<file path="config.mk">
export PLATFORM = sky130hd
export DESIGN_NAME = i2c_master_byte_engine
export DESIGN_NICKNAME = d
export VERILOG_FILES = /design/src/hdl/i2cm_pkg.sv /design/src/hdl/i2cm_regs.sv /design/src/hdl/i2cm_core.sv /design/src/hdl/i2c_master_byte_engine.sv
export VERILOG_INCLUDE_DIRS = /design/src /design/src/hdl
export SDC_FILE = /design/constraint.sdc
export NUM_CORES = 1
export LEC_CHECK = 0
export BUFFER_PORTS_ARGS = -buffer_cell sky130_fd_sc_hd__buf_2
export CAP_MARGIN = 5
export CORE_MARGIN = 3
export CORE_UTILIZATION = 45
export DETAILED_ROUTE_END_ITERATION = 10
export GPL_TIMING_DRIVEN = 0
export HOLD_SLACK_MARGIN = 0.06
export PLACE_DENSITY = 0.68
export SKIP_LAST_GASP = 1
export SYNTH_ARGS = -nofsm -noshare
export SYNTH_HDL_FRONTEND = slang
export SYNTH_SLANG_ARGS = --single-unit
</file>
<file path="constraint.sdc">
create_clock -name clk -period 4.2 [get_ports clk]
set_input_delay 1.26 -clock clk [delete_from_list [all_inputs] [get_ports clk]]
set_output_delay 1.26 -clock clk [all_outputs]
set_load 0.02 [all_outputs]
</file>
<file path="src/hdl/assert_macros.svh">
// ----------------------------------------------------------------------------
// assert_macros.svh
// Clocked assertion shorthands used by the I2C master engine RTL.
// ----------------------------------------------------------------------------
`ifndef ASSERT_MACROS_SVH
`define ASSERT_MACROS_SVH

// Property that must hold on every clock edge outside reset.
`define ASSERT_ALWAYS(lbl, ck, rn, prop, msg) \
	lbl: assert property (@(posedge ck) disable iff (!rn) (prop)) \
		else $error(msg);

// Same-cycle implication.
`define ASSERT_IMPL(lbl, ck, rn, ante, cons, msg) \
	lbl: assert property (@(posedge ck) disable iff (!rn) (ante) |-> (cons)) \
		else $error(msg);

// Next-cycle implication.
`define ASSERT_NEXT(lbl, ck, rn, ante, cons, msg) \
	lbl: assert property (@(posedge ck) disable iff (!rn) (ante) |=> (cons)) \
		else $error(msg);

`endif

</file>
<file path="src/hdl/i2cm_pkg.sv">
// ----------------------------------------------------------------------------
// i2cm_pkg
// Types and constants shared by the I2C master byte engine.
// ----------------------------------------------------------------------------
`timescale 1ns / 1ps
`default_nettype none

package i2cm_pkg;

	localparam int unsigned HALF_W      = 16;
	localparam int unsigned BYTE_W      = 8;
	localparam int unsigned BIT_IDX_W   = 4;
	localparam int unsigned APB_ADDR_W  = 3;
	localparam int unsigned APB_DATA_W  = 32;

	localparam logic [HALF_W-1:0] HALF_PERIOD_RESET = 16'd100;

	// Register index taken from paddr[2]
	localparam logic REG_HALF_PERIOD = 1'b0;

	typedef enum logic [2:0] {
		OP_IDLE,
		OP_START,
		OP_STOP,
		OP_WRITE,
		OP_READ
	} op_t;

	typedef enum logic [1:0] {
		ACT_START = 2'd0,
		ACT_STOP  = 2'd1,
		ACT_WRITE = 2'd2,
		ACT_READ  = 2'd3
	} action_t;

	typedef enum logic [1:0] {
		PH_NONE,
		PH_FIRST,
		PH_SECOND
	} phase_t;

	typedef struct packed {
		logic              cmd_valid;
		logic [1:0]        action;
		logic [BYTE_W-1:0] tx_byte;
		logic              send_nack;
		logic              sda_in;
	} item_t;

	typedef struct packed {
		logic              scl_low;
		logic              sda_low;
		logic              busy;
		logic              done;
		logic [BYTE_W-1:0] rx_byte;
		logic              nacked;
	} result_t;

endpackage

`default_nettype wire

</file>
<file path="src/hdl/i2cm_regs.sv">
// ----------------------------------------------------------------------------
// i2cm_regs
// APB register block holding the half-period tick count.
// ----------------------------------------------------------------------------
`timescale 1ns / 1ps
`default_nettype none

module i2cm_regs (
	input  wire logic                             clk,
	input  wire logic                             arst_n,
	input  wire logic                             psel,
	input  wire logic                             penable,
	input  wire logic                             pwrite,
	input  wire logic [i2cm_pkg::APB_ADDR_W-1:0]  paddr,
	input  wire logic [i2cm_pkg::APB_DATA_W-1:0]  pwdata,
	output logic      [i2cm_pkg::APB_DATA_W-1:0]  prdata,
	output logic                                  pready,
	output logic      [i2cm_pkg::HALF_W-1:0]      half_period
);
	import i2cm_pkg::*;

	logic [HALF_W-1:0] half_q;
	logic              wr_en;
	logic              sel_half;

	assign sel_half = (paddr[APB_ADDR_W-1] == REG_HALF_PERIOD);
	assign wr_en    = psel && penable && pwrite && sel_half;
	assign pready   = 1'b1;

	always_ff @(posedge clk or negedge arst_n) begin
		if (!arst_n) begin
			half_q <= HALF_PERIOD_RESET;
		end else if (wr_en) begin
			half_q <= pwdata[HALF_W-1:0];
		end
	end

	always_comb begin
		prdata = '0;
		if (sel_half) begin
			prdata = {{(APB_DATA_W-HALF_W){1'b0}}, half_q};
		end
	end

	assign half_period = half_q;

endmodule

`default_nettype wire

</file>
<file path="src/hdl/i2cm_core.sv">
// ----------------------------------------------------------------------------
// i2cm_core
// Bus sequencer: applies one tick to the engine state and forms its result.
// ----------------------------------------------------------------------------
`timescale 1ns / 1ps
`default_nettype none

`include "assert_macros.svh"

module i2cm_core (
	input  wire logic                        clk,
	input  wire logic                        arst_n,
	input  wire logic                        step_en,
	input  wire i2cm_pkg::item_t             item,
	input  wire logic [i2cm_pkg::HALF_W-1:0] half_period,
	output i2cm_pkg::result_t                result
);
	import i2cm_pkg::*;

	op_t                  op_q, op_d;
	phase_t               phase_q, phase_d;
	logic [HALF_W-1:0]    tick_q, tick_d;
	logic [BIT_IDX_W-1:0] bit_q, bit_d;
	logic [BYTE_W-1:0]    shift_q, shift_d;
	logic                 scl_q, scl_d;
	logic                 sda_q, sda_d;
	logic                 ack_q, ack_d;
	logic [BYTE_W-1:0]    rx_q, rx_d;
	logic                 nack_q, nack_d;

	logic [HALF_W-1:0]    half_eff;
	logic [HALF_W:0]      cnt_inc;
	logic                 phase_end;
	logic                 done;

	// A zero half period behaves as one tick
	assign half_eff  = (half_period == '0) ? {{(HALF_W-1){1'b0}}, 1'b1} : half_period;
	assign cnt_inc   = {1'b0, tick_q} + {{HALF_W{1'b0}}, 1'b1};
	assign phase_end = (cnt_inc >= {1'b0, half_eff});

	assign done = (op_q != OP_IDLE) && phase_end && (phase_q == PH_SECOND)
		&& ((op_q == OP_START) || (op_q == OP_STOP) || bit_q[BIT_IDX_W-1]);

	// Next state
	always_comb begin
		op_d = op_q;
		if (op_q == OP_IDLE) begin
			if (item.cmd_valid) begin
				case (action_t'(item.action))
					ACT_START: op_d = OP_START;
					ACT_STOP:  op_d = OP_STOP;
					ACT_WRITE: op_d = OP_WRITE;
					ACT_READ:  op_d = OP_READ;
					default:   op_d = OP_IDLE;
				endcase
			end
		end else if (done) begin
			op_d = OP_IDLE;
		end
	end

	// Datapath and line updates
	always_comb begin
		tick_d  = tick_q;
		phase_d = phase_q;
		bit_d   = bit_q;
		shift_d = shift_q;
		scl_d   = scl_q;
		sda_d   = sda_q;
		ack_d   = ack_q;
		rx_d    = rx_q;
		nack_d  = nack_q;
		if (op_q == OP_IDLE) begin
			if (item.cmd_valid) begin
				tick_d  = '0;
				phase_d = PH_FIRST;
				bit_d   = '0;
				case (action_t'(item.action))
					ACT_START: sda_d = 1'b0;
					ACT_STOP:  sda_d = 1'b1;
					ACT_WRITE: begin
						sda_d   = ~item.tx_byte[BYTE_W-1];
						shift_d = {item.tx_byte[BYTE_W-2:0], 1'b0};
					end
					ACT_READ: begin
						shift_d = '0;
						nack_d  = item.send_nack;
						sda_d   = 1'b0;
					end
					default: ;
				endcase
			end
		end else if (!phase_end) begin
			tick_d = cnt_inc[HALF_W-1:0];
		end else begin
			tick_d = '0;
			case (op_q)
				OP_START: begin
					if (phase_q == PH_FIRST) begin
						sda_d   = 1'b1;
						phase_d = PH_SECOND;
					end else begin
						scl_d = 1'b1;
					end
				end
				OP_STOP: begin
					if (phase_q == PH_FIRST) begin
						scl_d   = 1'b0;
						phase_d = PH_SECOND;
					end else begin
						sda_d = 1'b0;
					end
				end
				OP_WRITE, OP_READ: begin
					if (phase_q == PH_FIRST) begin
						// release SCL and sample the bit
						scl_d = 1'b0;
						if (op_q == OP_READ && !bit_q[BIT_IDX_W-1]) begin
							shift_d = {shift_q[BYTE_W-2:0], item.sda_in};
						end else if (op_q == OP_WRITE && bit_q[BIT_IDX_W-1]) begin
							ack_d = item.sda_in;
						end
						phase_d = PH_SECOND;
					end else begin
						scl_d = 1'b1;
						if (bit_q[BIT_IDX_W-1]) begin
							if (op_q == OP_READ) begin
								rx_d = shift_q;
							end
						end else begin
							// advance to the next bit and set SDA for it
							bit_d = bit_q + {{(BIT_IDX_W-1){1'b0}}, 1'b1};
							if (op_q == OP_WRITE && !bit_d[BIT_IDX_W-1]) begin
								sda_d   = ~shift_q[BYTE_W-1];
								shift_d = {shift_q[BYTE_W-2:0], 1'b0};
							end else if (op_q == OP_READ && bit_d[BIT_IDX_W-1]) begin
								sda_d = ~nack_q;
							end else begin
								sda_d = 1'b0;
							end
							phase_d = PH_FIRST;
						end
					end
				end
				default: ;
			endcase
			if (done) begin
				phase_d = PH_NONE;
				bit_d   = '0;
			end
		end
	end

	// Result for this tick
	always_comb begin
		result.scl_low = scl_d;
		result.sda_low = sda_d;
		result.busy    = (op_d != OP_IDLE);
		result.done    = done;
		result.rx_byte = rx_d;
		result.nacked  = ack_d;
	end

	always_ff @(posedge clk or negedge arst_n) begin
		if (!arst_n) begin
			op_q    <= OP_IDLE;
			phase_q <= PH_NONE;
			tick_q  <= '0;
			bit_q   <= '0;
			shift_q <= '0;
			scl_q   <= 1'b0;
			sda_q   <= 1'b0;
			ack_q   <= 1'b0;
			rx_q    <= '0;
			nack_q  <= 1'b0;
		end else if (step_en) begin
			op_q    <= op_d;
			phase_q <= phase_d;
			tick_q  <= tick_d;
			bit_q   <= bit_d;
			shift_q <= shift_d;
			scl_q   <= scl_d;
			sda_q   <= sda_d;
			ack_q   <= ack_d;
			rx_q    <= rx_d;
			nack_q  <= nack_d;
		end
	end

	`ASSERT_IMPL(a_done_needs_op, clk, arst_n, step_en && done, op_q != OP_IDLE, "done without command")
	`ASSERT_ALWAYS(a_bit_range, clk, arst_n, bit_q <= 4'd8, "bit index beyond ninth bit")
	`ASSERT_IMPL(a_idle_clean, clk, arst_n, op_q == OP_IDLE, (phase_q == PH_NONE) && (bit_q == '0), "idle with live sequence")
	`ASSERT_NEXT(a_idle_lines_hold, clk, arst_n, step_en && (op_q == OP_IDLE) && !item.cmd_valid, (scl_q == $past(scl_q)) && (sda_q == $past(sda_q)), "lines moved while idle")

endmodule

`default_nettype wire

</file>
<file path="src/hdl/i2c_master_byte_engine.sv">
// ----------------------------------------------------------------------------
// i2c_master_byte_engine
// Open-drain I2C master: start, stop, write byte and read byte sequencing.
// ----------------------------------------------------------------------------
// Each transaction on the item channel is one tick of bus timing and yields
// exactly one result transaction. A tick is held in an input register, the
// sequencer applies it to the engine state, and the result is held in an
// output register, so a new tick is taken every clock cycle while the
// result side keeps up; the result is presented from the output register
// once the tick has passed through the input register and the sequencer.
// Line changes are spaced by half_period ticks (register 0, reset 100, zero
// acts as one). Commands offered while a command is in progress are
// dropped. scl_drive_low and sda_drive_low drive the open-drain pull-downs.
`timescale 1ns / 1ps
`default_nettype none

module i2c_master_byte_engine (
	input  wire logic                             clk,
	input  wire logic                             arst_n,
	// APB configuration
	input  wire logic                             psel,
	input  wire logic                             penable,
	input  wire logic                             pwrite,
	input  wire logic [i2cm_pkg::APB_ADDR_W-1:0]  paddr,
	input  wire logic [i2cm_pkg::APB_DATA_W-1:0]  pwdata,
	output logic      [i2cm_pkg::APB_DATA_W-1:0]  prdata,
	output logic                                  pready,
	// tick channel
	input  wire logic                             item_valid,
	output logic                                  item_stall,
	input  wire logic                             cmd_valid,
	input  wire logic [1:0]                       action,
	input  wire logic [i2cm_pkg::BYTE_W-1:0]      tx_byte,
	input  wire logic                             send_nack,
	input  wire logic                             sda_in,
	// result channel
	output logic                                  res_valid,
	input  wire logic                             res_stall,
	output logic                                  scl_drive_low,
	output logic                                  sda_drive_low,
	output logic                                  busy_res,
	output logic                                  done_res,
	output logic      [i2cm_pkg::BYTE_W-1:0]      rx_byte,
	output logic                                  slave_nacked
);
	import i2cm_pkg::*;

	logic [HALF_W-1:0] half_period;
	logic              valid_s1;
	item_t             item_s1;
	logic              res_valid_q;
	result_t           res_q;
	result_t           step_res;
	logic              advance;
	logic              step_en;

	i2cm_regs u_regs (
		.clk         (clk),
		.arst_n      (arst_n),
		.psel        (psel),
		.penable     (penable),
		.pwrite      (pwrite),
		.paddr       (paddr),
		.pwdata      (pwdata),
		.prdata      (prdata),
		.pready      (pready),
		.half_period (half_period)
	);

	// Move the tick on when the result register is free or being emptied
	assign advance    = !res_valid_q || !res_stall;
	assign step_en    = valid_s1 && advance;
	assign item_stall = valid_s1 && !advance;

	always_ff @(posedge clk or negedge arst_n) begin
		if (!arst_n) begin
			valid_s1 <= 1'b0;
		end else if (!item_stall) begin
			valid_s1 <= item_valid;
		end
	end

	always_ff @(posedge clk) begin
		if (item_valid && !item_stall) begin
			item_s1 <= '{cmd_valid: cmd_valid, action: action, tx_byte: tx_byte,
				send_nack: send_nack, sda_in: sda_in};
		end
	end

	i2cm_core u_core (
		.clk         (clk),
		.arst_n      (arst_n),
		.step_en     (step_en),
		.item        (item_s1),
		.half_period (half_period),
		.result      (step_res)
	);

	always_ff @(posedge clk or negedge arst_n) begin
		if (!arst_n) begin
			res_valid_q <= 1'b0;
		end else if (advance) begin
			res_valid_q <= valid_s1;
		end
	end

	always_ff @(posedge clk) begin
		if (step_en) begin
			res_q <= step_res;
		end
	end

	assign res_valid     = res_valid_q;
	assign scl_drive_low = res_q.scl_low;
	assign sda_drive_low = res_q.sda_low;
	assign busy_res      = res_q.busy;
	assign done_res      = res_q.done;
	assign rx_byte       = res_q.rx_byte;
	assign slave_nacked  = res_q.nacked;

endmodule

`default_nettype wire
</file>
# == Yosys cells after proc, flatten, opt, wreduce, memory -nomap -nowiden ==
# Cells that the tools add are included.
# word_totals
register_bits,89
latch_bits,0
mem_bits_rw,0
rom_bits,0
in_bits,55
word_cells,152
n_memories,0
# classes
addsub,2
n_mul,0
div,0
magnitude_cmp,1
n_eq_ne,17
shift,0
muxes,62
n_bitwise,4
reduce_logical,41
# ops
cell,count
two-way mux 8 bit,14
two-way mux 16 bit,5
two-way mux 4 bit,7
two-way mux 1 bit,20
"adder 16 x 1 -> 17 bit, second input constant",1
>= comparator 17 x 16 -> 1 bit,1
zero test 16 bit,1
one-hot mux 8 bit (2 select lines),1
two-way mux 2 bit,7
logical AND 1 bit,13
one-hot mux 3 bit (4 select lines),1
AND reduction 6 bit,2
nonzero test 3 bit,4
two-way mux 3 bit,3
"!= test 3 bit, second input constant",3
one-hot mux 1 bit (3 select lines),3
AND reduction 8 bit,1
"equality test 2 bit, second input constant",3
"equality test 3 x 2 -> 1 bit, second input constant",2
zero test 1 bit,6
OR reduction 2 bit,3
"!= test 5 bit, second input constant",1
AND reduction 5 bit,1
"adder 4 x 1 -> 4 bit, second input constant",1
16 further kinds,23

# == Logic depth before layout (Yosys ltp) ==
# depth
word_depth,9
depth_mapped,17
depth_no_buf,14

# == Cells and area by module ==
# From an unflattened synthesis, not the netlist that was laid out.
# unflattened
hier_cells,455
area_unflattened_um2,4984.8
# modules_own_cells
mod,instances,cells_per_inst,area_each_um2
i2cm_core,1,351,3208.1
i2cm_regs,1,70,903.4
i2c_master_byte_engine,1,34,873.3

# == Worst setup path after synthesis ==
# Ideal clock, no wire load.
# synth_path
path_type,reg2reg
from,register u_core.tick_q[2]
to,"register res_q, in the netlist slave_nacked, data pin"
setup_time_ns,0.262
t_arrival_ns,3.394
t_required_ns,3.938
setup_slack_ns,0.544
stages_incl_launch_ff,17
path_buffers,2
period_less_slack_ns,3.656
path_cell_list,dfrtp_1 -> nand3_4 -> nor2_1 -> and3_1 -> and3_1 -> clkbuf_1 -> nand3_1 -> xnor2_1 -> ha_1 -> nand4_1 -> nor2_1 -> a31oi_1 -> a31oi_1 -> or2_1 -> buf_6 -> or4b_1 -> mux2_1
# synth_rtl
element,line_no,source
start: declaration,i2cm_core.sv:22,"logic [HALF_W-1:0] tick_q, tick_d;"
start signal: assignment,i2cm_core.sv:179,tick_q <= tick_d;
end signal: assignment,i2c_master_byte_engine.sv:109,res_q <= step_res;
end: declaration,i2c_master_byte_engine.sv:52,result_t res_q;

==> results.json <==
{
  "post_synth_inst_count": 457,
  "async_reset_ff_share_pct": 70.79,
  "rsz0062_at_grt": "no",
  "synth-main-ff-cell": "dfrtp_1",
  "multi_input_area_mm2": 0.002232,
  "yosysSeqAreaShare_pct": 48.48,
  "path_cells": "ha_1, nand2_1, nor3_4, and3_4, nand3_1, xnor2_1, ha_1, nand4_1, nor2_1, a31oi_1, a31oi_2, or2_1, buf_6, or4b_1, mux2_1",
  "cp_num_buf_inv": 1,
  "detailedPlace.worstSlack_ps": -8.503,
  "post_route_cells_drive_above_1_share_pct": 28.03,
  "num_antenna_cells": 0,
  "criticalPathCategory": "reg2reg",
  "detail_route.wirelength_um": 9797,
  "start_util_pct": 46.75,
  "synth_largest_area_cell": "dfrtp_1",
  "io_buffer_count": 66,
  "worstPathRequired_ps": 4320,
  "cts_hold_buf": 0,
  "power.density_mw_per_mm2": 486.3,
  "report.power.total_uw": 2735,
  "slowest_stage": "or4b_1",
  "syn_area_per_cell_um2": 10.66,
  "final_util_pct": 53.98,
  "postLayoutSetupSlackWorst_ps": 305.7,
  "min_period_over_period_pct": 92.72,
  "worstMarginPinSlew_ps": 819.7,
  "clock_buffers_created_by_tritoncts": 9,
  "route.vias.total": 3599,
  "crit_family": "simple AND/OR/NAND/NOR gates",
  "clockRootBuffer": "clkbuf_8",
  "yosys-top-cells-count": "dfrtp_1 (60), mux2_2 (37), nor2_1 (37)",
  "max_freq_mhz": 256.8,
  "timing.reg2reg.worst_path_depth": 15,
  "first_pass_iters": 4,
  "worstPathMaxFanout": 10,
  "wire_length_of_the_first_global_routing_pass_um": 16490,
  "antenna_found_initial": 0,
  "min_period_ps": 3894,
  "synthesis.area_mm2": 0.004870,
  "placeableCoreArea_mm2": 0.01042,
  "timing.slew.headroom_pct": 45.36,
  "design.portCount": 103,
  "sinks_on_clock_net": 89,
  "cts_tree": "built",
  "timing_hold_violations_final": 0,
  "cap_viol_max_count": 0,
  "critical_path_cell_count": 15,
  "grt_start_max_net_pins": 64,
  "gpl_congestion": 0.8801,
  "vias_per_cell": 5.224,
  "cts_max_path_buffers": 2,
  "cts.htree.levels": 3,
  "cts.reportedPaths.clkPinSlew_ps": 100,
  "crit_path_max_incr_delay_ps": 450,
  "synthMostInstantiatedCell": "dfrtp_1",
  "die-height_um": 110.0,
  "floorplan.die_area_mm2": 0.01211,
  "whs_path_depth": 1,
  "groute.usage.overall_pct": 17.39,
  "die_x_um": 110.0,
  "synthToLayoutAreaGrowth_pct": 15.47,
  "yosys.area.top_type_share_pct": 30.83,
  "synth-seq-cells": 89,
  "top_cells_by_area_synth": "dfrtp_1 (31%), edfxtp_1 (16%), mux2_2 (8.6%)",
  "nNetsFinal": 624,
  "power_leakage_uw": 0.002706,
  "drt_drc_violations_left": 0,
  "n_fill_cell": 950,
  "post_synth_num_cell_types": 59,
  "first_global_vias": 3521,
  "std_cell_rows": 37,
  "synth_edf_count": 26,
  "yosys_warning_count": 0,
  "final_antenna_net_count": 0,
  "timing.final.setup_violations": 0,
  "final-max-slew-violation-count": 0,
  "drt_iter0_markers": 124,
  "dp.final_hpwl_um": 7363,
  "peakVddDrop_uv": 244.2,
  "outcome": "finished, final reports clean",
  "critical_path.endpoint_type": "register",
  "finalClockSkew_ps": 10.77,
  "routedWlPerCell_um": 14.22,
  "register_area_mm2": 0.002362,
  "startpoint_type": "register",
  "clock_insertion_delay_worst_skew_ps": 360,
  "arrival_ps": 4020,
  "grt.overflow.total": 0,
  "timing.hold.worst.class": "reg2reg",
  "timing.critical_path.mode_cell": "ha_1"
}
cells by family after synthesis:
family | after synthesis | share of synthesized area, %
compound gates | 78 | 10.46
xor+xnor | 17 | 3.057
fa+ha+maj | 21 | 5.396
buf+inv | 71 | 6.989
flops | 89 | 48.48
mux | 52 | 11.66
other cells | 2 | 0.1542
simple gates | 127 | 13.80
what timing repair did:
action | 4_1_cts | 5_1_grt
endpoints found under the hold margin | 0 | 0
endpoints found under the setup margin | 3 | 29
buffers inserted | 0 | 0
gates resized for setup | 1 | 5
state kept, by name, indices dropped and copies added, names as in the netlist, 2 cells and up:
name,count
item_s1,13
u_core.op_q,3
u_core.phase_q,2
u_core.bit_q,4
u_regs.half_period,16
u_core.shift_q,8
rx_byte,8
u_core.rx_q,8
u_core.tick_q,16
routing by layer:
metal  wire length [um]  global-route usage, %
met1               4297                  21.24
met2               4873                  30.59
met3                525                  4.193
met4                102                  4.809
met5                  0                      0
per-stage QoR:
| step | cells | hold WS [ps] | TNS (ps) | instance area (um^2) |
|---|---|---|---|---|
| 6_report | 689 | 472.3 | 0 | 5623 |
| 5_1_grt | 689 | 490.1 | 0 | 5623 |
| 4_1_cts | 690 | 474.5 | 0 | 5617 |
| 3_5_place_dp | 674 | 470.4 | -8.503 | 5429 |
| 3_3_place_gp | 674 | 460.3 | 0 | 5426 |
| 2_1_floorplan | 472 | 444.2 | 0 | 4926 |
area by class of cell:
class	count	share of cell area (%)
Buffer	37	3.827
Multi-Input combinational cell	312	39.70
Inverter	33	2.203
Tap cell	136	3.026
Clock buffer	9	2.203
Clock inverter	7	1.113
Timing Repair Buffer	66	5.919
Sequential cell	89	42.01
final timing paths:
kind	start	to	slack, ps
max reg2reg	u_core.tick_q[0]	slave_nacked	310
min	item_s1[1]	u_core.nack_q	470
min reg2reg	item_s1[1]	u_core.nack_q	470
max in group asynchronous	arst_n	u_core.tick_q[2]	2630
min in group asynchronous	arst_n	u_core.scl_q	980
max	u_core.tick_q[0]	slave_nacked	310
report_power, final:
| group | total [uW] | internal [uW] | leakage [uW] | switching, uW |
|---|---|---|---|---|
| sequential | 1210 | 1070 | 0.00104 | 146 |
| combinational | 964 | 390 | 0.00158 | 573 |
| clock | 559 | 225 | 0.0000894 | 334 |
worst reg2reg max path, delay by kind of cell (launching register included):
| family | cells | cell delay (ps) |
|---|---|---|
| flops | 1 | 440 |
| xor+xnor | 1 | 160 |
| buf+inv | 1 | 130 |
| simple gates | 8 | 1620 |
| mux | 1 | 320 |
| fa+ha+maj | 2 | 590 |
| compound gates | 2 | 400 |
layout by cell type (no fill, tap or decap), drive strengths merged, types with 21 or more instances in the layout:
cell and count:
ha 21, nor2 37, clkbuf 24, nand2 24, edfxtp 26, inv 36
mux2 38, buf 88, a21oi 23, dfrtp 60
(Power assumes the default switching activity.)
